--- src/rtl/ssk_pkg.sv ---
// shared types and codes for the sorted key set
package ssk_pkg;

  localparam int KEY_W = 32;

  localparam logic [1:0] MODE_INSERT = 2'd0;
  localparam logic [1:0] MODE_REMOVE = 2'd1;
  localparam logic [1:0] MODE_FIRST  = 2'd2;

  localparam logic [1:0] ST_OK   = 2'd0;
  localparam logic [1:0] ST_DUP  = 2'd1;
  localparam logic [1:0] ST_NONE = 2'd2;
  localparam logic [1:0] ST_FULL = 2'd3;

  typedef enum logic [1:0] {
    TK_SEARCH,
    TK_INSERT,
    TK_SHIFT,
    TK_DONE
  } tstate_t;

  typedef struct packed {
    logic             active;
    tstate_t          st;
    logic [1:0]       mode;
    logic [1:0]       status;
    logic             full;
    logic [KEY_W-1:0] key;
    logic [KEY_W-1:0] carry;
    logic [KEY_W-1:0] removed;
  } tok_t;

endpackage

--- src/rtl/ssk_cell.sv ---
// one storage cell of the key chain, passing the request token to its neighbor
module ssk_cell (
  input  logic                     clk,
  input  logic                     rst,
  input  logic                     order_desc,
  input  ssk_pkg::tok_t            tok_in,
  input  logic [ssk_pkg::KEY_W-1:0] next_key,
  input  logic                     next_valid,
  output ssk_pkg::tok_t            tok_out,
  output logic [ssk_pkg::KEY_W-1:0] key,
  output logic                     valid
);
  import ssk_pkg::*;

  logic             ahead;
  logic             eq;
  logic [KEY_W-1:0] key_next;
  logic             valid_next;
  tok_t             tok_next;

  assign ahead = valid && (tok_in.mode != MODE_FIRST) &&
                 (order_desc ? (key > tok_in.key) : (key < tok_in.key));
  assign eq    = valid && ((tok_in.mode == MODE_FIRST) || (key == tok_in.key));

  always_comb begin
    key_next   = key;
    valid_next = valid;
    tok_next   = tok_in;
    if (tok_in.active) begin
      unique case (tok_in.st)
        TK_SEARCH: begin
          if (!ahead) begin
            if (tok_in.mode == MODE_INSERT) begin
              if (eq) begin
                tok_next.status = ST_DUP;
                tok_next.st     = TK_DONE;
              end else if (tok_in.full) begin
                tok_next.status = ST_FULL;
                tok_next.st     = TK_DONE;
              end else begin
                key_next        = tok_in.key;
                valid_next      = 1'b1;
                tok_next.status = ST_OK;
                tok_next.carry  = key;
                tok_next.st     = valid ? TK_INSERT : TK_DONE;
              end
            end else begin
              if (eq) begin
                tok_next.removed = key;
                tok_next.status  = ST_OK;
                key_next         = next_key;
                valid_next       = next_valid;
                tok_next.st      = next_valid ? TK_SHIFT : TK_DONE;
              end else begin
                tok_next.st = TK_DONE;
              end
            end
          end
        end
        TK_INSERT: begin
          // shift the carried key in, hand our old key on
          key_next       = tok_in.carry;
          valid_next     = 1'b1;
          tok_next.carry = key;
          if (!valid) begin
            tok_next.st = TK_DONE;
          end
        end
        TK_SHIFT: begin
          key_next   = next_key;
          valid_next = next_valid;
          if (!next_valid) begin
            tok_next.st = TK_DONE;
          end
        end
        TK_DONE: begin
        end
        default: begin
        end
      endcase
    end
  end

  always_ff @(posedge clk) begin
    key <= key_next;
    if (rst) begin
      valid          <= 1'b0;
      tok_out.active <= 1'b0;
    end else begin
      valid   <= valid_next;
      tok_out <= tok_next;
    end
  end

endmodule

--- config.mk ---
export PLATFORM = sky130hd
export DESIGN_NAME = ssk_cell
export DESIGN_NICKNAME = d
export VERILOG_FILES = /design/src/rtl/ssk_pkg.sv /design/src/rtl/ssk_cell.sv
export SDC_FILE = /design/constraint.sdc
export NUM_CORES = 1
export LEC_CHECK = 0
export BUFFER_PORTS_ARGS = -buffer_cell sky130_fd_sc_hd__buf_4
export CAP_MARGIN = 5
export CORE_MARGIN = 1.5
export CORE_UTILIZATION = 49
export CTS_BUF_LIST = sky130_fd_sc_hd__clkbuf_16
export CTS_CLUSTER_DIAMETER = 40
export DETAILED_ROUTE_END_ITERATION = 7
export PLACE_DENSITY = 0.8
export SYNTH_ARGS = -nofsm -noshare
export SYNTH_HDL_FRONTEND = slang
export SYNTH_SLANG_ARGS = --single-unit
--- constraint.sdc ---
create_clock -name clk -period 3.4 [get_ports clk]
set_input_delay 0.34 -clock clk [delete_from_list [all_inputs] [get_ports clk]]
set_output_delay 0.34 -clock clk [all_outputs]
set_load 0.05 [all_outputs]
==> results.yml <==
setup_path:
  startpoint: "key[29]"
  rrSetupSlack_ns: 0.09
  slowest_delay_ns: 0.46
  crit_type: "reg2reg"
  cp.depth: 12
  critPathBufInv: 3
  critPathMaxFanout: 6
  crit_path_end_kind: "flip-flop"
  reg2regPathDepth: 12
  cp_top_family: "simple AND/OR/NAND/NOR gates"
  reg2reg_from: "key[29]"
  start_kind: "flip-flop"
  crit_path_cell_trace: "ha_1, nand4_1, nor4_4, buf_4, nand3b_1, o211ai_1, or4_4, nand3_2, nor4_4, buf_4, clkbuf_4, mux2_2"
  cp.arrival_ns: 3.49
  slowest_stage: "edfxtp_1"
  cp.required_ns: 3.58
logic_synthesis:
  ys_ff_latch: 137
  synth_area_per_cell_um2: 12.1
  synth_fp_nets: 787
  synthArstFlopShare_pct: 0
  post-synth-top-count-cell: "edfxtp_1"
  ys.flop_type: "edfxtp_1"
  yosysUniqueCellTypes: 48
  synth_edf_count: 135
  syn-cell-area_um2: 7380
  synth_top_area_share_pct: 54.9
  ys_top_cells_by_count: "135 x edfxtp_1, 82 x a21oi_1, 39 x inv_1, 36 x ha_1, 33 x o211ai_1"
  ys_top_cells_by_area: "edfxtp_1 55%, ha_1 6.1%, a21oi_1 5.6%, mux2_2 4.6%, a2bb2oi_1 3.8%"
  synth_cells: 611
  yosys.area.top_type: "edfxtp_1"
  ys_warn_count: 0
  synth_seq_area_share_pct: 55.5
route:
  drtIter0Drc: 787
  wl_met2_mm: 11.8
  route.detailed.drc: 16
  vias: 6649
  postRouteWirelength_mm: 24.1
  drt-met1-wl_mm: 9.30
  dr_wl_met3_mm: 1.92
  post_drt_wl_per_cell_um: 22.1
  antenna_left: 0
  highest_layer: "met4"
  vias_per_cell: 6.11
  dr.pass1.iters: 8
finish:
  diodes: 0
  area_growth_pct: 40.5
  utilization_pct: 70.8
  finalNonFillerCells: 1089
  drive_above_1_share_pct: 41.7
  fin_nets: 1068
  seq_area_um2: 4090
  fin_area_um2: 10400
  multiInputGateArea_um2: 2970
  fillCellCount: 1019
global_routing:
  grt_start_max_net_pins: 67
  grt_antenna_before_repair: 0
  grt_usage_pct: 30.3
  grt_overflow: 0
  grt_pass1_vias: 6764
  grt_pass1_wl_mm: 36.9
clock_tree:
  clock_latency_ns: 0.43
  numCtsBuffers: 17
  htreeDepth: 4
  hold_buffers: 0
  cts.reportedPaths.clkPinSlew_ns: 0.06
  cts_tree: "yes"
  ctsRootBufferMaster: "clkbuf_16"
  clock_path_buffers: 2
  clock_sinks: 137
floorplan:
  core_um2: 14600
  rows: 44
  num_io_pins: 277
  die_h_um: 126
  die_w_um: 126
  initial_core_util_pct: 50.4
  fp.dieArea_um2: 15800
run:
  cap_viol_max_count: 0
hold_path:
  hold_start: "rst"
  min_path_cells: 2
  hold_path_class: "in2reg"
timing:
  setup_viol: 0
  fin_crit_sh_pct: 97.3
  fin_tns_setup_ns: 0
  fin_crit_ns: 3.31
  slew_headroom_pct: 41.6
  hold_viol: 0
  fmax_ghz: 0.302
  worst_pin_slew_ns: 0.876
  maxSlewViolCount: 0
  skew_ns: 0.00679
pwr:
  ir_drop_mv: 0.349
  power_mw: 5.25
  power_density_nw_per_um2: 506
  power.leakage_nw: 4.31
status:
  violations: "DRC"
  status: "finished, violations left"
place:
  port_buffers: 276
  dpl.cell_count: 1050
  gp_congestion: 0.866
  dp_hpwl_mm: 16.3
  dpl_cell_area_um2: 9680
## what timing repair did
action | 4_1_cts | 5_1_grt
setup buffers | 0 | 6
resized for setup | 0 | 8
setup endpoints to repair | 0 | 33
## registers in the layout, indices dropped and copies added, names as in the netlist
register and cells:
key 32, tok_out 104, valid 1
## metal layers
| layer | vias to the layer above | GRT usage (%) |
|---|---|---|
| met5 | - | 0 |
| met4 | 0 | 15.9 |
| met3 | 73 | 6.80 |
| met2 | 385 | 50.2 |
| met1 | 3215 | 37.2 |
| li1 | 2976 | - |
## logic make-up (layout without fill, tap and decap cells)
logic type	count (synthesis)	count (layout)	share of synthesized area [%]
AOI/OAI and AO/OA	239	239	21.7
DFF	137	137	55.5
and+or+nand+nor	84	84	6.78
buffers and inverters	82	376	4.98
adders and majority gates	36	36	6.10
muxes	33	33	5.02
## power breakdown
group          total (mW)  leakage (nW)  internal (mW)  switching [mW]
Clock                1.94         0.297           1.21           0.726
Sequential           2.07          1.33           2.01          0.0626
Combinational        1.24          2.68          0.431           0.806
Total                5.25          4.31           3.66            1.59
## cell usage in the layout (no fill, tap or decap), types with 2 or more instances in the layout
master and count:
clkbuf_16 17, a211oi_1 32, a31oi_1 2, edfxtp_1 135
o211ai_1 33, inv_1 39, bufinv_16 4, a21oi_1 82
a221oi_1 2, buf_6 3, buf_12 2, mux2_2 30
ha_1 33, dfxtp_1 2, clkinv_1 3, a2bb2oi_1 32
nor4_4 2, a22oi_1 32, nand3_1 3, nand4_1 8
ha_2 2, nor2b_1 32, mux2_1 2, buf_4 298
o21ai_0 13, clkinvlp_4 2, nor2_1 6, clkinv_2 3
nand2_1 18, nor3_1 3
## layout make-up
| class | instances | area share [%] |
|---|---|---|
| flip-flops and latches | 137 | 39.5 |
| multi-input cells | 392 | 28.6 |
| repair buffers | 304 | 22.3 |
| clock buffers | 17 | 4.10 |
| well taps | 184 | 2.22 |
| clock inverters | 15 | 1.76 |
| inverters | 40 | 1.47 |
## per-stage QoR
| step | hold WS (ns) | setup WS [ns] |
|---|---|---|
| global placement | 0.528 | 0.112 |
| detailed placement | 0.530 | 0.0563 |
| finish | 0.0838 | 0.0912 |
| CTS | 0.0793 | 0.0328 |
| floorplan | 0.407 | 0.226 |
| global route | 0.0824 | -0.0141 |
## worst paths after layout
path	to
setup / recovery	tok_out[18]
hold / removal	tok_out[103]
setup reg to reg	tok_out[18]
hold reg to reg	valid
Note: power is estimated with default switching activity, not from simulation.
